`src/hdl/sstf_pkg.sv`:
```
// Shared constants, widths and types of the shortest-seek-first request scheduler.
package sstf_pkg;

  localparam int MAX_REQUESTS = 64;
  localparam int TRACK_BITS   = 16;

  localparam int IDX_BITS  = (MAX_REQUESTS > 1) ? $clog2(MAX_REQUESTS) : 1;
  localparam int CNT_BITS  = $clog2(MAX_REQUESTS + 1);
  localparam int LEAVES    = 1 << IDX_BITS;
  localparam int TREE_LAT  = IDX_BITS + 1;
  localparam int WAIT_BITS = $clog2(TREE_LAT + 1);

  localparam int IN_TRACK_W  = 16;
  localparam int OUT_TRACK_W = 16;
  localparam int DIST_W      = 16;
  localparam int TOTAL_W     = 22;
  localparam int OUT_DATA_W  = 56;
  localparam int OUT_PAD_W   = OUT_DATA_W - OUT_TRACK_W - DIST_W - TOTAL_W;
  localparam int SUM_W       = ((TRACK_BITS > TOTAL_W) ? TRACK_BITS : TOTAL_W) + 1;

  localparam logic [TOTAL_W-1:0] TOTAL_MAX = '1;

  typedef struct packed {
    logic                  vld;
    logic                  up;
    logic [TRACK_BITS-1:0] span;
    logic [IDX_BITS-1:0]   idx;
  } node_t;

  typedef struct packed {
    logic load;
    logic start;
    logic serve;
  } cmd_t;

  typedef struct packed {
    logic last_one;
    logic out_busy;
  } sts_t;

endpackage

```
`src/hdl/sstf_ctrl.sv`:
```
// Controller state machine that sequences loading and serving of a batch.
module sstf_ctrl
  import sstf_pkg::*;
(
  input  logic clk,
  input  logic rst,
  input  logic s_tvalid,
  input  logic s_tlast,
  output logic s_tready,
  input  sts_t sts,
  output cmd_t cmd
);

  typedef enum logic [1:0] {
    ST_LOAD   = 2'b01,
    ST_SEARCH = 2'b10
  } state_t;

  state_t               state;
  logic [WAIT_BITS-1:0] wait_cnt;

  always_comb begin
    s_tready  = state == ST_LOAD;
    cmd.load  = s_tready && s_tvalid;
    cmd.start = cmd.load && s_tlast;
    cmd.serve = (state == ST_SEARCH) && (wait_cnt == '0) && !sts.out_busy;
  end

  always_ff @(posedge clk) begin
    if (rst) begin
      state    <= ST_LOAD;
      wait_cnt <= '0;
    end else begin
      unique case (state)
        ST_LOAD: begin
          if (cmd.start) begin
            state    <= ST_SEARCH;
            wait_cnt <= WAIT_BITS'(TREE_LAT);
          end
        end
        ST_SEARCH: begin
          if (wait_cnt != '0) begin
            wait_cnt <= wait_cnt - WAIT_BITS'(1);
          end else if (cmd.serve) begin
            if (sts.last_one) begin
              state <= ST_LOAD;
            end else begin
              wait_cnt <= WAIT_BITS'(TREE_LAT);
            end
          end
        end
        default: begin
          state <= ST_LOAD;
        end
      endcase
    end
  end

endmodule

```
`config.mk`:
```
export PLATFORM = sky130hd
export DESIGN_NAME = sstf_ctrl
export DESIGN_NICKNAME = d
export VERILOG_FILES = /design/src/hdl/sstf_pkg.sv /design/src/hdl/sstf_ctrl.sv
export SDC_FILE = /design/constraint.sdc
export NUM_CORES = 1
export LEC_CHECK = 0
export BUFFER_PORTS_ARGS = -buffer_cell sky130_fd_sc_hd__buf_2
export CORE_AREA = 2 2 39 41
export DETAILED_ROUTE_END_ITERATION = 16
export DIE_AREA = 0 0 41 43
export HOLD_SLACK_MARGIN = 0.15
export PLACE_DENSITY_LB_ADDON = 0.3
export SLEW_MARGIN = 10
export SYNTH_ARGS = -nofsm -noshare
export SYNTH_HDL_FRONTEND = slang
export SYNTH_SLANG_ARGS = --single-unit
export TNS_END_PERCENT = 10
```
`constraint.sdc`:
```
create_clock -name clk -period 1.2 [get_ports clk]
set_input_delay 0.12 -clock clk [delete_from_list [all_inputs] [get_ports clk]]
set_output_delay 0.12 -clock clk [all_outputs]
set_load 0.03 [all_outputs]
```
Word level (Yosys, flattened, before mapping)
Index checks and enable logic that the tools add are counted.
{ "word_totals": {"regBits": 5, "in_bits": 6, "output_inout_bits": 4, "word_cells": 31} }
{ "op_classes": {"add_sub_neg": 1, "eq_ne": 8, "n_mux": 10, "n_reduce_logical": 10} }
{ "ops": {"columns": ["op", "count"], "rows": [
  ["$mux 3", 4],
  ["$mux 2", 4],
  ["$reduce_and 4->1", 2],
  ["$ne 2x2->1 const B", 3],
  ["$ne 3x2->1 const B", 2],
  ["$pmux 3 s2", 1],
  ["$logic_and 1x1->1", 4],
  ["$pmux 2 s2", 1],
  ["$logic_not 3->1", 1],
  ["$reduce_bool 3->1", 1],
  ["$sub 3x1->3 const B", 1],
  ["$eq 2x1->1 const B", 1],
  ["$eq 2x2->1 const B", 1],
  ["$ne 2x1->1 const B", 1],
  ["$reduce_bool 2->1", 1],
  ["$logic_not 1->1", 1]
]} }

Logic depth before layout (Yosys ltp)
Gate-level depths: netlist (run 1).
{ "logic_depth": {"depth_word": 6, "mapped_depth": 5, "mapped_depth_nobuf": 5} }

Worst setup path after synthesis (run 1)
No wires, ideal clock.
{ "synth_path": {"path_type": "flip-flop to output port", "startpoint": "register wait_cnt[0]", "endpoint": "output port cmd[0] (netlist bit)", "arrival_time_ns": 1.296, "t_required_ns": 1.080, "slack_ns": -0.216, "path_stages_with_launch": 5, "n_path_buf": 0, "path_cell_list": "dfxtp_1 inv_1 ha_1 nand2b_1 nor3_1"} }
{ "synth_lines": {"columns": ["element", "line_no", "rtl"], "rows": [
  ["start: declaration", "sstf_ctrl.sv:20", "logic [WAIT_BITS-1:0] wait_cnt;"],
  ["start signal: assignment", "sstf_ctrl.sv:38", "wait_cnt <= WAIT_BITS'(TREE_LAT);"],
  ["start signal: assignment", "sstf_ctrl.sv:43", "wait_cnt <= wait_cnt - WAIT_BITS'(1);"],
  ["start signal: assignment", "sstf_ctrl.sv:48", "wait_cnt <= WAIT_BITS'(TREE_LAT);"],
  ["end: declaration", "sstf_ctrl.sv:11", "output cmd_t cmd"]
]} }

==> key figures, run 1 <==
Die
  • Die height: 43 um
  • Die Width: 41 um
  • DIE AREA: 1760 um^2
  • I/O pin cnt: 10
  • Initial Util: 22.4%
  • Core Region: 1380 um^2
  • Rows: 14

STA
  • Final Skew: 5.47 ps
  • Final Worst Setup Slack: -96.5 ps
  • Hold_ws: 201 ps
  • Final setup fails: 2
  • Minimum clock period: 1300 ps
  • TNS Setup: -180 ps
  • Fin. Hold Viols: 0
  • Final worst-path cycle share: 108%
  • Worst-margin pin slew: 187 ps
  • Unrepaired setup endpoints after global routing: yes
  • Fmax: 771 MHz
  • Final Max Tran Viols: 0
  • Slew headroom: 87.4%

Setup path
  • CP Cell Sequence: inv_2, ha_4, nand2b_4, nor3_2, buf_4
  • Crit-path max cell delay: 320 ps
  • CP Launch Type: register
  • RR Startpoint: wait_cnt[1]
  • WP data required: 1080 ps
  • Reg2Reg Setup Slack: -80 ps
  • Crit Path Category: register to output pin
  • CP Buf/Inv Count: 2
  • Crit Path Max Fanout: 2
  • CP Capture Type: output pin
  • Crit path from: wait_cnt[1]
  • Worst EP arrival: 1180 ps
  • Slowest-stage cell, CP: dfxtp_2
  • Delay-heaviest family, CP: flip-flops
  • R2r endpoint: wait_cnt[2]
  • Register-to-Register Path Depth: 6

Global routing
  • Initial antenna violation count: 0
  • Vias in the first global route: 318
  • Global route overflow: 0
  • Largest net degree at the start of global routing: 7
  • Total GRT Usage: 10.2%
  • Global-route wire length before repair: 1100 um

Logic synthesis
  • Post-synth EDFFs: 0
  • Syn_area_per_cell: 9.13 um^2
  • #FFs+latches synth: 5
  • Top FF cell, synth: dfxtp_1
  • Post-synthesis cell area: 310 um^2
  • Async SR Flop Fraction: 0%
  • Seq/Total Area, Yosys: 32.3%
  • Post-synthesis cell count: 34
  • Netlist cell types: 21
  • Synth warn: 0
  • Mapped Nets: 42

Finish
  • Share of layout cells above drive strength 1: 61.5%
  • Synth-to-layout area growth: 57.3%
  • Layout Nets: 61
  • Cell Count, Final, Fillers Out: 68
  • # diodes: 0

Clock network
  • CTS root buffer: clkbuf_4
  • TritonCTS Buffers: 3
  • Max H-tree Level: 1
  • CTS tree: done
  • Clk sinks: 5
  • Worst skew pair latency: 250 ps
  • Clock-pin slew on the worst setup and hold paths: 50 ps
  • Max Root-Sink Buffers: 2

Placement
  • IO Port Bufs: 9
  • Post-place setup slack: -19.3 ps
  • Placed Instances: 60
  • Routability-driven placement congestion ratio: 0.627
  • HPWL Detailed: 502 um

Power
  • Peak supply drop: 454 uV
  • Static leakage: 0.218 nW
  • Power Total: 0.535 mW
  • Power Density: 1100 nW/um^2

Route
  • Via density: 4.54
  • TritonRoute pass-1 iters: 4
  • Final WL: 705 um
  • Initial DRC count: 6
  • Drt drc: 0
  • Via count: 309
  • Routed Antenna Nets: 0
  • DR WL/cell: 10.4 um

Hold path
  • HP Start: sts[1]
  • Hold endpoint: state[0]
  • Worst hold path class: input port to register
  • Hold Path Stages: 3

Status
  • Status: complete, but fails checks
  • Failing checks: setup timing

Job
  • Max-capacitance violation count: 0
kinds of logic after synthesis:
group / after synthesis / synth area share [%]
buffers and inverters: 3 / 6.05
and+or+nand+nor: 13 / 26.6
adders and majority gates: 2 / 8.06
DFF: 5 / 32.3
AOI/OAI and AO/OA: 11 / 27.0
per-stage QoR:
step           utilization [%]  area (um^2)
2_1_floorplan                -          315
3_3_place_gp              27.8          384
3_5_place_dp              27.8          384
4_1_cts                   34.4          475
5_1_grt                   35.3          488
6_report                  35.3          488
sequential cells by signal (all words and copies together) (netlist names):
register  flops
wait_cnt      3
state         2
placed cells by master, fill, tap and decap left out, types with 2 or more instances in the layout:
cell type / instances
buf_4: 6
nor2_1: 3
inv_2: 2
clkbuf_4: 3
buf_2: 7
nand2b_1: 2
dfxtp_1: 2
and2b_1: 2
dfxtp_2: 3
a21oi_1: 2
report_power, final:
part / internal (mW) / leakage, nW / switching [mW] / total, mW
Sequential: 0.179 / 0.0423 / 0.00883 / 0.188
Clock: 0.126 / 0.0150 / 0.0724 / 0.198
Combinational: 0.0804 / 0.160 / 0.0683 / 0.149
area by class of cell:
class / instances / area [um^2]
clock buffer: 4 / 26.3
fill: 148 / 896
inverter: 2 / 7.51
multi-input combinational: 26 / 229
sequential: 5 / 104
tap: 16 / 20.0
timing repair buffer: 15 / 101
worst reg2reg max path, cell delays in order (launching register included):
cell	delay, ps
dfxtp_2	320
inv_2	70
ha_4	150
buf_4	110
or3b_4	360
a21oi_2	120
o31a_1	110
Yosys cell counts (2+ instances only):
library cell | instances | share of area, %
nand2b_1 | 3 | 6.0
ha_1 | 2 | 8.1
inv_1 | 2 | 2.4
and2b_1 | 2 | 4.8
dfxtp_1 | 5 | 32
a21oi_1 | 3 | 4.8
nor2_1 | 3 | 3.6
metal layers:
layer  GRT usage (%)  wire [um]  up-vias
li1                -          -      158
met1            9.00        288      133
met2            15.6        329       13
met3            3.14         46        5
met4            12.0         40        0
met5               0          0        -
what timing repair did:
| action | in CTS | in global routing |
|---|---|---|
| endpoints found under the setup margin | 6 | 8 |
| buffers inserted | 3 | 0 |
| hold buffers | 1 | 0 |
| resized for setup | 12 | 4 |
| endpoints found under the hold margin | 1 | 0 |
| pin swaps | 4 | 1 |
worst max-delay path by stage:
stage / slack [ps] / end / cells past startpoint
floorplan: 40 / cmd[0] / 4
global placement: -40 / wait_cnt[1] / 5
detailed placement: -20 / wait_cnt[1] / 5
CTS: -110 / cmd[0] / 5
global route: -150 / cmd[0] / 5
finish: -100 / cmd[0] / 5
(Power assumes the default switching activity.)
==> run 2, diff against run 1 <==
Settings changed: CELL_PAD_IN_SITES_DETAIL_PLACEMENT from default to 0, CELL_PAD_IN_SITES_GLOBAL_PLACEMENT from default to 1.
==> run 2 against run 1 <==
The flow still finishes with violations (setup timing). Fmax up 6.4%. Clock-buffer cell count unchanged. Power down 3.5%. Combinational power down 3%. Critical path depth unchanged. Wire length down 1.1%. Setup slack better by 77 ps. Utilization down 0.27 points. Sequential share of layout area down 0.094 points. Worst hold slack better by 19 ps. Clock power down 7%. Sequential power about the same. Largest cell class unchanged.
==> key figures, run 2 (same netlist as run 1, synthesis figures left out) <==
Finish
  • Reg area: 103 um^2
  • Share of layout cells above drive strength 1: 55.8%
  • Area of the multi-input gates: 226 um^2
  • # diodes: 0
  • Cell Count, Final, Fillers Out: 68
  • Commonest cells after routing, fill and taps aside: buf_2 (7), buf_4 (6)
  • # fillers: 154
  • Largest reg by FF count: wait_cnt
  • Layout Nets: 61
  • Top flop regs: wait_cnt: 3 flops, state: 2 flops
  • Synth-to-layout area growth: 56.0%
  • Fin util: 35.0%
  • Largest register FFs: 3
  • Most common cell after layout, fill and taps aside: buf_2

Power
  • Power Density: 1070 nW/um^2
  • Static leakage: 0.221 nW
  • Peak supply drop: 449 uV

Hold path
  • HP Start: sts[1]
  • Worst hold path class: input port to register
  • Hold Path Stages: 3

Global routing
  • Largest net degree at the start of global routing: 6
  • Initial antenna violation count: 0
  • Vias in the first global route: 278
  • Global route overflow: 0
  • Total GRT Usage: 9.86%
  • Global-route wire length before repair: 1120 um

Route
  • Routed Antenna Nets: 0
  • Via density: 4.51
  • Final WL: 697 um
  • TritonRoute pass-1 iters: 2
  • DR WL/cell: 10.3 um
  • Initial DRC count: 4
  • Drt drc: 0
  • Via count: 307

Clock network
  • TritonCTS Buffers: 3
  • Clock-pin slew on the worst setup and hold paths: 40 ps
  • Max H-tree Level: 1
  • Clk sinks: 5
  • Max Root-Sink Buffers: 2
  • CTS tree: done
  • Worst skew pair latency: 230 ps
  • CTS root buffer: clkbuf_4

Die
  • Initial Util: 22.4%
  • Die Width: 41 um
  • Rows: 14
  • I/O pin cnt: 10
  • Die height: 43 um
  • DIE AREA: 1760 um^2
  • Core Region: 1380 um^2

Placement
  • HPWL Detailed: 524 um
  • Placed Instances: 61
  • IO Port Bufs: 9
  • Routability-driven placement congestion ratio: 0.669
  • Post-place setup slack: -22.3 ps

Setup path
  • CP Capture Type: output pin
  • CP Launch Type: register
  • Delay-heaviest family, CP: flip-flops
  • WP data required: 1080 ps
  • WP depth: 5
  • RR Startpoint: wait_cnt[0]
  • Register-to-Register Path Depth: 5
  • Crit path from: wait_cnt[0]
  • Crit-path max cell delay: 310 ps
  • CP Buf/Inv Count: 2
  • Crit Path Max Fanout: 4
  • Worst EP arrival: 1100 ps
  • Slowest-stage cell, CP: dfxtp_2
  • Crit Path Category: register to output pin
  • CP Cell Sequence: inv_2, ha_4, nand2b_4, nor3_4, buf_6

STA
  • Unrepaired setup endpoints after global routing: yes
  • Final Skew: 1.34 ps
  • Slew headroom: 79.0%
  • Final setup fails: 1
  • Fin. Hold Viols: 0
  • Final Max Tran Viols: 0
  • TNS Setup: -19.1 ps
  • Final worst-path cycle share: 102%
  • Minimum clock period: 1220 ps
  • Hold_ws: 221 ps
  • Final Worst Setup Slack: -19.1 ps
  • Worst-margin pin slew: 312 ps
  • Fmax: 820 MHz

Status
  • Failing checks: setup timing
  • Status: complete, but fails checks

Job
  • Max-capacitance violation count: 0
-- run 2: cell counts in the layout (fill, tap and decap cells not counted) --
No cell type changed its count.
-- run 2: stage by stage --
step                      instance area [um^2]  power [mW]
after floorplan                            315       0.261
after global placement                     392       0.298
after detailed placement                   392       0.298
after CTS                                  472       0.525
after global routing                       484       0.558
final                                      484       0.516
-- run 2: routing by layer --
| metal | share of wire, % | global-route usage [%] | vias to the layer above |
|---|---|---|---|
| li1 | - | - | 159 |
| met1 | 45 | 10.7 | 141 |
| met2 | 49 | 14.7 | 7 |
| met3 | 5.5 | 4.71 | 0 |
| met4 | 0 | 6.00 | 0 |
| met5 | 0 | 0 | - |
-- run 2: cell type report --
cell class	count	share of cell area (%)
clock buffers	4	5.43
inverters	2	1.55
multi-input cells	26	46.8
flip-flops and latches	5	21.2
well taps	16	4.13
repair buffers	15	20.9
-- run 2: where the power goes --
group | internal [mW] | leakage [nW] | switching, mW
Combinational | 0.0755 | 0.164 | 0.0689
Clock | 0.125 | 0.0150 | 0.0595
Sequential | 0.179 | 0.0420 | 0.00832
-- run 2: path summary, 6_finish.rpt --
check / to / slack (ps)
setup / recovery: cmd[0] / -20
hold / removal: state[0] / 220
setup reg to reg: wait_cnt[2] / 10
hold reg to reg: wait_cnt[2] / 540
-- run 2: worst register-to-register path, delay by kind of cell (launching register included) --
| family | cells | cell delay (ps) |
|---|---|---|
| simple gates | 1 | 350 |
| flops | 1 | 310 |
| compound gates | 2 | 250 |
| fa+ha+maj | 1 | 150 |
| buf+inv | 1 | 70 |
-- run 2: what timing repair did --
item,4_1_cts,5_1_grt
endpoints found under the hold margin,1,0
endpoints found under the setup margin,6,7
pin swaps,1,4
gates resized for setup,10,3
hold buffers,1,0
buffers inserted,2,0
